[src/hdl/plfd_pkg.sv]
// ----------------------------------------------------------------------------
// plfd_pkg
// Shared constants and types for the pose interpolation block.
// ----------------------------------------------------------------------------
package plfd_pkg;

    localparam int AXES_DEF       = 6;
    localparam int COORD_BITS_DEF = 32;
    localparam int TIME_BITS      = 48;
    localparam int RATIO_BITS     = 17;
    localparam int MIN_DT_BITS    = 20;
    localparam int AXIS_BITS      = 3;
    localparam int MODE_BITS      = 2;
    localparam logic [MIN_DT_BITS-1:0] MIN_DT_RESET = 20'd1000;
    localparam logic [29:0] NS_PER_S = 30'd1000000000;

    localparam logic [MODE_BITS-1:0] MODE_LOAD  = 2'd0;
    localparam logic [MODE_BITS-1:0] MODE_FIRST = 2'd1;
    localparam logic [MODE_BITS-1:0] MODE_LATER = 2'd2;

    // commands from controller to datapath
    typedef struct packed {
        logic load;       // capture input item fields
        logic pos_calc;   // compute position of current axis
        logic div_start;  // start divider on velocity
        logic acc_start;  // start divider on acceleration
        logic commit;     // write previous pose and velocity of axis
        logic out_load;   // place result in output register
        logic next_axis;  // advance axis counter
        logic finish;     // store sample time as previous
    } plfd_cmd_t;

    // status from datapath to controller
    typedef struct packed {
        logic div_done;
        logic is_last;
        logic skip;
    } plfd_sts_t;

endpackage

[src/hdl/plfd_div.sv]
// ----------------------------------------------------------------------------
// plfd_div
// Sequential rate divider: |diff| * 1e9 / dt, rounded, signed and saturated.
// ----------------------------------------------------------------------------
module plfd_div #(
    parameter int CB = plfd_pkg::COORD_BITS_DEF
) (
    input  logic                           aclk,
    input  logic                           aresetn,
    input  logic                           start,
    input  logic signed [CB:0]             diff,
    input  logic [plfd_pkg::TIME_BITS-1:0] dt,
    output logic                           done,
    output logic signed [CB-1:0]           quot
);
    localparam int MW  = CB + 1;
    localparam int NW  = MW + 30;
    localparam int CW  = $clog2(NW + 1);
    localparam int RW  = plfd_pkg::TIME_BITS + 1;

    logic [NW-1:0]  num_reg, num_next;
    logic [NW-1:0]  q_reg, q_next;
    logic [RW-1:0]  rem_reg, rem_next;
    logic [CW-1:0]  cnt_reg, cnt_next;
    logic           busy_reg, busy_next;
    logic           neg_reg, neg_next;
    logic           done_reg, done_next;
    logic signed [CB-1:0] quot_reg, quot_next;
    logic [MW-1:0]  mag;
    logic [RW-1:0]  shifted;
    logic [RW-1:0]  dtx;
    logic [NW:0]    qr;
    logic [RW:0]    rem2;
    logic           sat;

    assign mag  = diff[CB] ? MW'(-diff) : MW'(diff);
    assign dtx  = {1'b0, dt};
    assign shifted = {rem_reg[RW-2:0], num_reg[NW-1]};

    // one quotient bit per cycle, then round and saturate
    always_comb begin
        num_next  = num_reg;
        q_next    = q_reg;
        rem_next  = rem_reg;
        cnt_next  = cnt_reg;
        busy_next = busy_reg;
        neg_next  = neg_reg;
        done_next = 1'b0;
        quot_next = quot_reg;
        qr        = '0;
        rem2      = '0;
        sat       = 1'b0;
        if (start) begin
            num_next  = NW'(mag) * NW'(plfd_pkg::NS_PER_S);
            q_next    = '0;
            rem_next  = '0;
            cnt_next  = CW'(NW);
            busy_next = 1'b1;
            neg_next  = diff[CB];
        end else if (busy_reg) begin
            if (cnt_reg != '0) begin
                num_next = {num_reg[NW-2:0], 1'b0};
                if (shifted >= dtx) begin
                    rem_next = shifted - dtx;
                    q_next   = {q_reg[NW-2:0], 1'b1};
                end else begin
                    rem_next = shifted;
                    q_next   = {q_reg[NW-2:0], 1'b0};
                end
                cnt_next = cnt_reg - 1'b1;
            end else begin
                rem2 = {rem_reg, 1'b0};
                qr   = {1'b0, q_reg} + ((rem2 >= {1'b0, dtx}) ? (NW+1)'(1) : '0);
                sat  = (q_reg >= (NW'(1) << (CB-1)));
                if (neg_reg) begin
                    if (sat || qr >= ((NW+1)'(1) << (CB-1)))
                        quot_next = {1'b1, {(CB-1){1'b0}}};
                    else
                        quot_next = CB'(-qr);
                end else begin
                    if (sat || qr >= ((NW+1)'(1) << (CB-1)) - 1)
                        quot_next = {1'b0, {(CB-1){1'b1}}};
                    else
                        quot_next = CB'(qr);
                end
                busy_next = 1'b0;
                done_next = 1'b1;
            end
        end
    end

    always_ff @(posedge aclk) begin
        if (!aresetn) begin
            busy_reg <= 1'b0;
            done_reg <= 1'b0;
        end else begin
            busy_reg <= busy_next;
            done_reg <= done_next;
        end
        num_reg  <= num_next;
        q_reg    <= q_next;
        rem_reg  <= rem_next;
        cnt_reg  <= cnt_next;
        neg_reg  <= neg_next;
        quot_reg <= quot_next;
    end

    assign done = done_reg;
    assign quot = quot_reg;
endmodule

[src/hdl/plfd_datapath.sv]
// ----------------------------------------------------------------------------
// plfd_datapath
// Pose storage, interpolation, derivative sequencing and output register.
// ----------------------------------------------------------------------------
module plfd_datapath #(
    parameter int AXES = plfd_pkg::AXES_DEF,
    parameter int CB   = plfd_pkg::COORD_BITS_DEF
) (
    input  logic                            aclk,
    input  logic                            aresetn,
    input  logic [plfd_pkg::MIN_DT_BITS-1:0] min_dt,
    input  logic [plfd_pkg::MODE_BITS-1:0]  in_mode,
    input  logic [plfd_pkg::TIME_BITS-1:0]  in_time,
    input  logic [plfd_pkg::RATIO_BITS-1:0] in_ratio,
    input  logic                            in_sel,
    input  logic [plfd_pkg::AXIS_BITS-1:0]  in_axis,
    input  logic [CB-1:0]                   in_coord,
    input  plfd_pkg::plfd_cmd_t             cmd,
    output plfd_pkg::plfd_sts_t             sts,
    output logic [plfd_pkg::TIME_BITS-1:0]  o_time,
    output logic [plfd_pkg::AXIS_BITS-1:0]  o_axis,
    output logic [CB-1:0]                   o_pos,
    output logic [CB-1:0]                   o_vel,
    output logic [CB-1:0]                   o_acc,
    output logic                            o_last
);
    localparam int TB = plfd_pkg::TIME_BITS;
    localparam int AB = plfd_pkg::AXIS_BITS;
    localparam int PW = CB + 18;
    localparam logic signed [CB+1:0] POS_HI = {3'b000, {(CB-1){1'b1}}};
    localparam logic signed [CB+1:0] POS_LO = {3'b111, {(CB-1){1'b0}}};

    logic signed [CB-1:0] start_reg [AXES];
    logic signed [CB-1:0] goal_reg  [AXES];
    logic signed [CB-1:0] ppos_reg  [AXES];
    logic signed [CB-1:0] pvel_reg  [AXES];
    logic [TB-1:0]        ptime_reg;
    logic                 have_reg;
    logic [TB-1:0]        time_reg;
    logic [plfd_pkg::RATIO_BITS-1:0] ratio_reg;
    logic                 skip_reg;
    logic [TB-1:0]        dt_reg;
    logic [AB-1:0]        ax_reg;
    logic signed [CB-1:0] pos_reg, vel_reg;
    logic [TB-1:0]        ot_reg;
    logic [AB-1:0]        oax_reg;
    logic [CB-1:0]        opos_reg, ovel_reg, oacc_reg;
    logic                 olast_reg;

    logic signed [CB:0]   span;
    logic [CB:0]          smag;
    logic [PW-1:0]        prod;
    logic [PW-17:0]       q;
    logic signed [CB+1:0] psum;
    logic signed [CB-1:0] pos_sat;
    logic                 skip_c;
    logic [TB:0]          dt_c;
    logic signed [CB:0]   ddiff;
    logic                 dstart;
    logic                 ddone;
    logic signed [CB-1:0] dq;

    // interpolation of current axis
    always_comb begin
        span = (CB+1)'(goal_reg[ax_reg]) - (CB+1)'(start_reg[ax_reg]);
        smag = span[CB] ? (CB+1)'(-span) : (CB+1)'(span);
        prod = PW'(smag) * PW'(ratio_reg) + PW'(32768);
        q    = prod[PW-1:16];
        psum = span[CB] ? (CB+2)'(start_reg[ax_reg]) - (CB+2)'(q)
                        : (CB+2)'(start_reg[ax_reg]) + (CB+2)'(q);
        if (psum > POS_HI)
            pos_sat = POS_HI[CB-1:0];
        else if (psum < POS_LO)
            pos_sat = POS_LO[CB-1:0];
        else
            pos_sat = psum[CB-1:0];
    end

    // skip decision for a sample item
    always_comb begin
        dt_c   = {1'b0, in_time} - {1'b0, ptime_reg};
        skip_c = (in_mode == plfd_pkg::MODE_FIRST) || !have_reg || dt_c[TB] ||
                 (dt_c[TB-1:0] == '0) ||
                 (dt_c[TB-1:0] < TB'(min_dt));
    end

    // acceleration uses the velocity just out of the divider
    assign dstart = cmd.div_start || cmd.acc_start;
    assign ddiff  = cmd.acc_start ? (CB+1)'(dq) - (CB+1)'(pvel_reg[ax_reg])
                                  : (CB+1)'(pos_reg) - (CB+1)'(ppos_reg[ax_reg]);

    plfd_div #(.CB(CB)) u_div (
        .aclk    (aclk),
        .aresetn (aresetn),
        .start   (dstart),
        .diff    (ddiff),
        .dt      (dt_reg),
        .done    (ddone),
        .quot    (dq)
    );

    // state and registers
    always_ff @(posedge aclk) begin
        if (!aresetn) begin
            for (int i = 0; i < AXES; i++) begin
                start_reg[i] <= '0;
                goal_reg[i]  <= '0;
                ppos_reg[i]  <= '0;
                pvel_reg[i]  <= '0;
            end
            ptime_reg <= '0;
            have_reg  <= 1'b0;
            ax_reg    <= '0;
        end else begin
            if (cmd.load) begin
                ax_reg <= '0;
                if (in_mode == plfd_pkg::MODE_LOAD) begin
                    if (int'(in_axis) < AXES) begin
                        if (in_sel) goal_reg[in_axis[AB-1:0]]  <= in_coord;
                        else        start_reg[in_axis[AB-1:0]] <= in_coord;
                    end
                end
            end
            if (cmd.commit) begin
                ppos_reg[ax_reg] <= pos_reg;
                pvel_reg[ax_reg] <= skip_reg ? '0 : vel_reg;
            end
            if (cmd.next_axis) ax_reg <= ax_reg + 1'b1;
            if (cmd.finish) begin
                ptime_reg <= time_reg;
                have_reg  <= 1'b1;
            end
        end
        if (cmd.load) begin
            time_reg  <= in_time;
            ratio_reg <= in_ratio;
            skip_reg  <= skip_c;
            dt_reg    <= dt_c[TB-1:0];
        end
        if (cmd.pos_calc) begin
            pos_reg <= pos_sat;
            vel_reg <= '0;
        end
        // keep velocity when its divide ends and the acceleration divide starts
        if (cmd.acc_start) vel_reg <= dq;
        if (cmd.out_load) begin
            ot_reg    <= time_reg;
            oax_reg   <= ax_reg;
            opos_reg  <= pos_reg;
            ovel_reg  <= skip_reg ? '0 : vel_reg;
            oacc_reg  <= skip_reg ? '0 : dq;
            olast_reg <= (int'(ax_reg) == AXES - 1);
        end
    end

    assign sts.div_done = ddone;
    assign sts.is_last  = (int'(ax_reg) == AXES - 1);
    assign sts.skip     = skip_reg;
    assign o_time = ot_reg;
    assign o_axis = oax_reg;
    assign o_pos  = opos_reg;
    assign o_vel  = ovel_reg;
    assign o_acc  = oacc_reg;
    assign o_last = olast_reg;
endmodule

[src/hdl/plfd_ctrl.sv]
// ----------------------------------------------------------------------------
// plfd_ctrl
// Sequencer: accepts an item, walks the axes and hands results out.
// ----------------------------------------------------------------------------
module plfd_ctrl (
    input  logic                           aclk,
    input  logic                           aresetn,
    input  logic                           in_valid,
    output logic                           in_ready,
    input  logic [plfd_pkg::MODE_BITS-1:0] in_mode,
    output logic                           out_valid,
    input  logic                           out_ready,
    input  plfd_pkg::plfd_sts_t            sts,
    output plfd_pkg::plfd_cmd_t            cmd
);
    typedef enum logic [2:0] {
        S_IDLE, S_POS, S_VEL, S_ACC, S_OUT, S_HOLD
    } state_t;

    state_t state_reg, state_next;
    logic   ov_reg, ov_next;
    logic   accept;

    assign in_ready  = (state_reg == S_IDLE);
    assign accept    = in_valid && in_ready;
    assign out_valid = ov_reg;

    always_comb begin
        state_next = state_reg;
        ov_next    = ov_reg && !out_ready;
        cmd        = '0;
        case (state_reg)
            S_IDLE: begin
                if (accept) begin
                    cmd.load = 1'b1;
                    if (in_mode inside {plfd_pkg::MODE_FIRST, plfd_pkg::MODE_LATER})
                        state_next = S_POS;
                end
            end
            S_POS: begin
                cmd.pos_calc = 1'b1;
                state_next   = S_VEL;
            end
            S_VEL: begin
                if (sts.skip) begin
                    state_next = S_OUT;
                end else begin
                    cmd.div_start = 1'b1;
                    state_next    = S_ACC;
                end
            end
            S_ACC: begin
                if (sts.div_done) begin
                    cmd.acc_start = 1'b1;
                    state_next    = S_HOLD;
                end
            end
            S_HOLD: begin
                if (sts.div_done) state_next = S_OUT;
            end
            S_OUT: begin
                if (!ov_reg || out_ready) begin
                    cmd.out_load = 1'b1;
                    cmd.commit   = 1'b1;
                    ov_next      = 1'b1;
                    if (sts.is_last) begin
                        cmd.finish = 1'b1;
                        state_next = S_IDLE;
                    end else begin
                        cmd.next_axis = 1'b1;
                        state_next    = S_POS;
                    end
                end
            end
            default: state_next = S_IDLE;
        endcase
    end

    always_ff @(posedge aclk) begin
        if (!aresetn) begin
            state_reg <= S_IDLE;
            ov_reg    <= 1'b0;
        end else begin
            state_reg <= state_next;
            ov_reg    <= ov_next;
        end
    end
endmodule

[src/hdl/pose_lerp_finite_difference.sv]
// ----------------------------------------------------------------------------
// pose_lerp_finite_difference
// Straight-line pose interpolation with finite-difference derivatives.
// ----------------------------------------------------------------------------
// Load items (mode 0) and ignored items (mode 3) need only their accept. A sample
// item is accepted and then yields AXES results; each axis walks the states
// POS, VEL, ACC, HOLD and OUT and uses the shared bit-serial divider twice
// per axis (velocity, then acceleration), or only POS, VEL and OUT when the
// step is skipped. A stalled result register adds its stall to the axis that
// waits on it. One item is processed at a time; a result may wait in the
// output register while the next axis is computed.
module pose_lerp_finite_difference #(
    parameter int AXES       = plfd_pkg::AXES_DEF,
    parameter int COORD_BITS = plfd_pkg::COORD_BITS_DEF
) (
    input  logic          aclk,
    input  logic          aresetn,
    input  logic          cfg_we,
    input  logic [19:0]   cfg_wdata,
    input  logic          s_tvalid,
    output logic          s_tready,
    // sample_time_ns, ratio, axis_index, coord_value
    input  logic [103:0]  s_tdata,
    // mode, endpoint_sel
    input  logic [2:0]    s_tuser,
    output logic          m_tvalid,
    input  logic          m_tready,
    // out_time_ns, out_axis, position, velocity, acceleration
    output logic [((plfd_pkg::TIME_BITS + plfd_pkg::AXIS_BITS + 3 * COORD_BITS + 7)
                   / 8) * 8 - 1:0] m_tdata,
    // last_axis
    output logic          m_tlast
);
    localparam int CB    = COORD_BITS;
    localparam int OUT_W = $bits(m_tdata);

    logic [plfd_pkg::MIN_DT_BITS-1:0] min_dt_reg;
    plfd_pkg::plfd_cmd_t cmd;
    plfd_pkg::plfd_sts_t sts;
    logic [47:0]   o_time;
    logic [2:0]    o_axis;
    logic [CB-1:0] o_pos, o_vel, o_acc;

    // configuration register
    always_ff @(posedge aclk) begin
        if (!aresetn) begin
            min_dt_reg <= plfd_pkg::MIN_DT_RESET;
        end else if (cfg_we) begin
            min_dt_reg <= cfg_wdata;
        end
    end

    plfd_ctrl u_ctrl (
        .aclk      (aclk),
        .aresetn   (aresetn),
        .in_valid  (s_tvalid),
        .in_ready  (s_tready),
        .in_mode   (s_tuser[1:0]),
        .out_valid (m_tvalid),
        .out_ready (m_tready),
        .sts       (sts),
        .cmd       (cmd)
    );

    plfd_datapath #(.AXES(AXES), .CB(CB)) u_dp (
        .aclk     (aclk),
        .aresetn  (aresetn),
        .min_dt   (min_dt_reg),
        .in_mode  (s_tuser[1:0]),
        .in_time  (s_tdata[47:0]),
        .in_ratio (s_tdata[64:48]),
        .in_sel   (s_tuser[2]),
        .in_axis  (s_tdata[67:65]),
        .in_coord (CB'(s_tdata[99:68])),
        .cmd      (cmd),
        .sts      (sts),
        .o_time   (o_time),
        .o_axis   (o_axis),
        .o_pos    (o_pos),
        .o_vel    (o_vel),
        .o_acc    (o_acc),
        .o_last   (m_tlast)
    );

    assign m_tdata = OUT_W'({o_acc, o_vel, o_pos, o_axis, o_time});
endmodule

[config.mk]
export PLATFORM = sky130hd
export DESIGN_NAME = pose_lerp_finite_difference
export DESIGN_NICKNAME = d
export VERILOG_FILES = /design/src/hdl/plfd_pkg.sv /design/src/hdl/plfd_div.sv /design/src/hdl/plfd_datapath.sv /design/src/hdl/plfd_ctrl.sv /design/src/hdl/pose_lerp_finite_difference.sv
export SDC_FILE = /design/constraint.sdc
export NUM_CORES = 2
export LEC_CHECK = 0
export BUFFER_PORTS_ARGS = -buffer_cell sky130_fd_sc_hd__buf_4
export CAP_MARGIN = 30
export CORE_MARGIN = 3
export CORE_UTILIZATION = 47
export DETAILED_ROUTE_END_ITERATION = 16
export PLACE_DENSITY = 0.7
export SYNTH_ARGS = -nofsm -noshare
export SYNTH_HDL_FRONTEND = slang
export SYNTH_HIERARCHICAL = 1
export SYNTH_SLANG_ARGS = --single-unit
[constraint.sdc]
create_clock -name aclk -period 20.5 [get_ports aclk]
set_input_delay 2.05 -clock aclk [delete_from_list [all_inputs] [get_ports aclk]]
set_output_delay 2.05 -clock aclk [all_outputs]
set_load 0.01 [all_outputs]
Yosys cells after proc, flatten, opt, wreduce, memory -nomap -nowiden
Memory sizes are Yosys's and may differ from the RTL's. A register that Yosys moved wholly into a read port is not among the register bits.
Index checks and enable logic that the tools add are counted.
- add/sub/neg operators: 14
- magnitude comparators: 9
- $mul: 2
- bitwise logic cells: 4
- eq/ne operators: 13
- reduce and logical (&&, ||, !) cells: 31
- muxes and demuxes: 80
- operators with widths (kind ; number):
    $mux W32 ; 11
    $mux W63 ; 3
    $reduce_or A32 Y1 ; 4
    $mux W33 ; 3
    $sub A32 B32 Y33 ; 3
    $neg A33 Y33 ; 2
    $add A63 B1 Y64 ; 1
    $ge A64 B31 Y1 const B ; 1
    $ge A64 B32 Y1 const B ; 1
    $ge A63 B32 Y1 const B ; 1
    $mux W3 ; 20
    $mul A33 B21 Y54 const B ; 1
    $add A50 B16 Y50 const B ; 1
    $ge A50 B48 Y1 ; 1
    $mul A33 B17 Y50 ; 1
    $ge A49 B48 Y1 ; 1
    $mux W49 ; 1
    $sub A48 B48 Y49 ; 1
    $sub A49 B48 Y49 ; 1
    $logic_not A48 Y1 ; 1
    $lt A48 B20 Y1 ; 1
    $mux W1 ; 38
    $add A34 B34 Y34 ; 1
    $gt A34 B32 Y1 const B ; 1
    28 further kinds ; 53
- RAM bits: 768
- register bits: 609
- bits of input ports: 132
- logic and storage cells: 183
- output and inout port bits: 155
- memories: 4
- memory list (name ; words ; width ; rd ports ; clocked after memory_dff ; write ports ; line ; RTL):
    u_dp.goal_reg ; 6 ; 32 ; 1 ; 1 ; 6 ; plfd_datapath.sv:34 ; logic signed [CB-1:0] goal_reg [AXES];
    u_dp.ppos_reg ; 6 ; 32 ; 1 ; 1 ; 6 ; plfd_datapath.sv:35 ; logic signed [CB-1:0] ppos_reg [AXES];
    u_dp.pvel_reg ; 6 ; 32 ; 1 ; 1 ; 6 ; plfd_datapath.sv:36 ; logic signed [CB-1:0] pvel_reg [AXES];
    u_dp.start_reg ; 6 ; 32 ; 1 ; 1 ; 6 ; plfd_datapath.sv:33 ; logic signed [CB-1:0] start_reg [AXES];

Longest topological paths before layout
- depth in word-level cells: 9
- depth in mapped cells: 59

By module
Netlist, hierarchy kept.
- by module, submodules not included (module ; area an instance (sq um) ; cells each ; instances):
    plfd_datapath ; 85557.1 ; 7036 ; 1
    plfd_div ; 27154.8 ; 2975 ; 1
    pose_lerp_finite_difference ; 782.0 ; 70 ; 1
    plfd_ctrl ; 331.6 ; 42 ; 1

Least setup slack after synthesis
No wires, ideal clock.
- path kind: in2reg
- from: in m_tready
- to: mem u_dp/ppos_reg[6][0] (netlist bit) (enable)
- data arrival time: 17.858 ns
- data required time: 19.935 ns
- setup slack: 2.077 ns
- cell stages on the path: 6
- path through: nor2b_1 nor3_1 buf_4 and2_1 nand2_1 nor3_1
- RTL lines (element ; line ; RTL):
    start: declaration ; pose_lerp_finite_difference.sv:27 ; input logic m_tready,
    end: declaration ; plfd_datapath.sv:35 ;

==> impl_summary.txt <==
----------------------------------------------------
[Timing]
  Number of failing hold endpoints at the final stage ... 0
  Highest achievable clock rate ... 59.4 MHz
  RSZ-0062 raised after global routing ... false
  Post-Route Skew ... 0.0804 ns
  Total Neg Setup Slack ... 0 ns
  Number of setup violations in the final report ... 0
  Slew at the pin closest to its max-slew limit ... 1.06 ns
  Crit path time final ... 16.84 ns
  Number of slew-limit violations in the final report ... 0
  Tcrit/Tclk final ... 0.822
  Slew margin rel. ... 0.289

[Floorplan]
  Die extent in x ... 498 um
  Standard-cell row count ... 180
  Starting density of the core ... 0.473
  Die boundary height ... 498 um
  Full die area ... 248000 um^2
  Core region area ... 241000 um^2
  Number of ports placed on the die boundary ... 287

[GRT]
  Global routing usage summed across all routing layers ... 0.242
  GRT Residual Overflow ... 0
  Largest net degree at the start of global routing ... 128
  Global-route wire length before repair ... 467000 um
  Number of global-route vias before repair ... 80200
  Initial antenna violation count ... 12

[Layout]
  Area growth from synthesis to layout ... 10.7%
  Share of cells above drive strength 1 ... 0.115
  Number of fillers in the final layout ... 20700
  Most common library cell in the layout ignoring fill and taps ... sky130_fd_sc_hd__inv_1
  Commonest cells after routing, fill and taps aside ... sky130_fd_sc_hd__inv_1, sky130_fd_sc_hd__edfxtp_1, sky130_fd_sc_hd__nor2_1, sky130_fd_sc_hd__fa_1, sky130_fd_sc_hd__nand2_1
  Final nets ... 12000

[Drt]
  Number of DRC markers in iteration 0 ... 6792
  Detail-routed net length per standard cell ... 21.9 um
  TritonRoute pass-1 iters ... 5
  Routed WL ... 301000 um
  Average vias per placed instance ... 5.65
  Drt drc ... 0
  Antenna Violating Nets Remaining ... 0
  Vias post-DR ... 77800

[Clocking]
  Post-cts repair resize count ... 0
  Worst-case clock buffer depth ... 3
  TritonCTS Buffers ... 172
  Reg clk slew, reported paths ... 0.06 ns
  Root Buffer ... sky130_fd_sc_hd__clkbuf_16
  CTS tree ... done
  Number of buffers inserted for hold repair after clock tree synthesis ... 0
  Clock latency at the later pin of the worst-skew pair ... 0.86 ns
  TritonCTS sink count ... 1636
  H-tree levels ... 4
  Postcts setup bufs ... 0

[Worst setup path]
  Startpoint-to-endpoint class of the critical path ... register to register
  Required @ worst endpoint ... 21.02 ns
  CP max FO ... 127
  Most frequent cell on the critical path ... sky130_fd_sc_hd__inv_1
  Slowest stage delay, CP ... 0.85 ns
  Startpoint type of the worst setup path ... register
  Critical path arrival ... 17.36 ns
  Slowest cell on the critical path ... sky130_fd_sc_hd__dfxtp_4
  Crit end category ... register

[Outcome]
  Run status ... complete, no violations

[Synth]
  Cell variety after synth ... 135
  Post-synthesis instance total ... 10100
  Per-instance average area after synthesis ... 11.2 um^2
  Flop and latch count out of synthesis ... 1636
  Main flop type after synthesis ... sky130_fd_sc_hd__edfxtp_1
  Yosys warning count ... 6
  Post-synth EDFFs ... 1437
  Fraction of the yosys area taken by sequential cells ... 0.414
  Share of flip-flops with an asynchronous set or reset after synthesis ... 0
  Cell Area, Synth ... 114000 um^2

[Placed design]
  Gpl congestion ... 0.930
  Detailed placer's ending HPWL ... 214000 um
  # port buffers ... 277

[Flow run]
  Number of maximum-capacitance violations ... 0

[Hold path]
  Worst min path class ... register to register

----------------------------------------------------
## routing by layer
metal  share of wire  global-route usage
met1            0.43               0.339
met2            0.46               0.381
met3           0.074              0.0389
met4           0.038              0.0885
met5         0.00011                   0
## layout make-up
type	count	area (um^2)	area share
Tap cell	3185	3990	0.0316
Sequential cell	1636	47100	0.374
Inverter	1442	5410	0.0430
Timing Repair Buffer	435	3490	0.0277
Antenna cell	8	20.0	0.000159
Clock inverter	116	1290	0.0103
Multi-Input combinational cell	6727	60100	0.477
Clock buffer	206	4470	0.0355
## synthesized netlist by cell type (42+ instances only)
cell / n / area (um^2)
sky130_fd_sc_hd__mux4_2: 256 / 5770
sky130_fd_sc_hd__nand2_1: 703 / 2640
sky130_fd_sc_hd__nor2_1: 869 / 3260
sky130_fd_sc_hd__a22o_1: 72 / 631
sky130_fd_sc_hd__nand4_1: 71 / 444
sky130_fd_sc_hd__a31oi_1: 58 / 363
sky130_fd_sc_hd__clkbuf_1: 325 / 1220
sky130_fd_sc_hd__a211oi_1: 50 / 375
sky130_fd_sc_hd__nor2b_1: 204 / 1280
sky130_fd_sc_hd__o21ai_0: 274 / 1370
sky130_fd_sc_hd__nor3_1: 98 / 490
sky130_fd_sc_hd__nand3_1: 120 / 601
sky130_fd_sc_hd__a21oi_1: 355 / 1780
sky130_fd_sc_hd__dfxtp_1: 199 / 3980
sky130_fd_sc_hd__xor2_1: 160 / 1400
sky130_fd_sc_hd__o21a_1: 47 / 353
sky130_fd_sc_hd__edfxtp_1: 1437 / 43200
sky130_fd_sc_hd__buf_1: 64 / 240
sky130_fd_sc_hd__and2_1: 376 / 2350
sky130_fd_sc_hd__a21o_1: 187 / 1400
sky130_fd_sc_hd__inv_1: 1439 / 5400
sky130_fd_sc_hd__mux2i_1: 194 / 1940
sky130_fd_sc_hd__fa_1: 783 / 15700
sky130_fd_sc_hd__mux2_2: 82 / 923
sky130_fd_sc_hd__nand2b_1: 76 / 475
sky130_fd_sc_hd__and3_1: 47 / 294
sky130_fd_sc_hd__xnor2_1: 236 / 2070
sky130_fd_sc_hd__or3_1: 42 / 263
sky130_fd_sc_hd__ha_1: 656 / 8210
## stage by stage
| stage | hold slack [ns] | std cells | util | cell area, um^2 | setup WS, ns |
|---|---|---|---|---|---|
| floorplan | 0.426 | 10300 | - | 114000 | 2.08 |
| global placement | 0.433 | 13400 | 0.498 | 120000 | 4.11 |
| detailed placement | 0.440 | 13400 | 0.498 | 120000 | 3.92 |
| CTS | 0.452 | 13700 | 0.522 | 126000 | 3.79 |
| global route | 0.457 | 13700 | 0.523 | 126000 | 2.81 |
| finish | 0.454 | 13800 | 0.523 | 126000 | 3.66 |
## path summary, 6_finish.rpt
path / start / to / slack, ns / depth (start not counted)
hold reg to reg: u_dp/time_reg[40] / u_dp/o_time[40] / 0.45 / 0
hold / removal: u_dp/time_reg[40] / u_dp/o_time[40] / 0.45 / 0
setup reg to reg: register / u_dp/pos_reg[6] / 3.66 / 55
setup / recovery: register / u_dp/pos_reg[6] / 3.66 / 55
## critical path: cells and delay by family (launching register included)
family | cells | cell delay (ns)
muxes | 3 | 1.03
DFF | 1 | 0.85
AOI/OAI and AO/OA | 15 | 5.03
buffers and inverters | 12 | 2.06
and+or+nand+nor | 12 | 2.27
xor gates and xnor gates | 2 | 0.51
adders and majority gates | 11 | 4.63
## logic make-up (layout without fill, tap and decap cells)
kind of cell             count (synthesis)  after routing  share of synthesized area
flip-flops                            1636           1636                      0.414
XOR/XNOR                               401            401                     0.0312
other                                    2            141                  0.0000660
AO/OA/AOI/OAI                         1431           1431                     0.0840
AND/OR/NAND/NOR                       2788           2788                      0.120
multiplexers                           535            535                     0.0762
adder cells (fa/ha/maj)               1439           1439                      0.210
buffers and inverters                 1891           2199                     0.0641
Power is left out: the tool's default activity adds up to more than one toggle a clock period on the data nets, which glitch-free logic cannot reach.
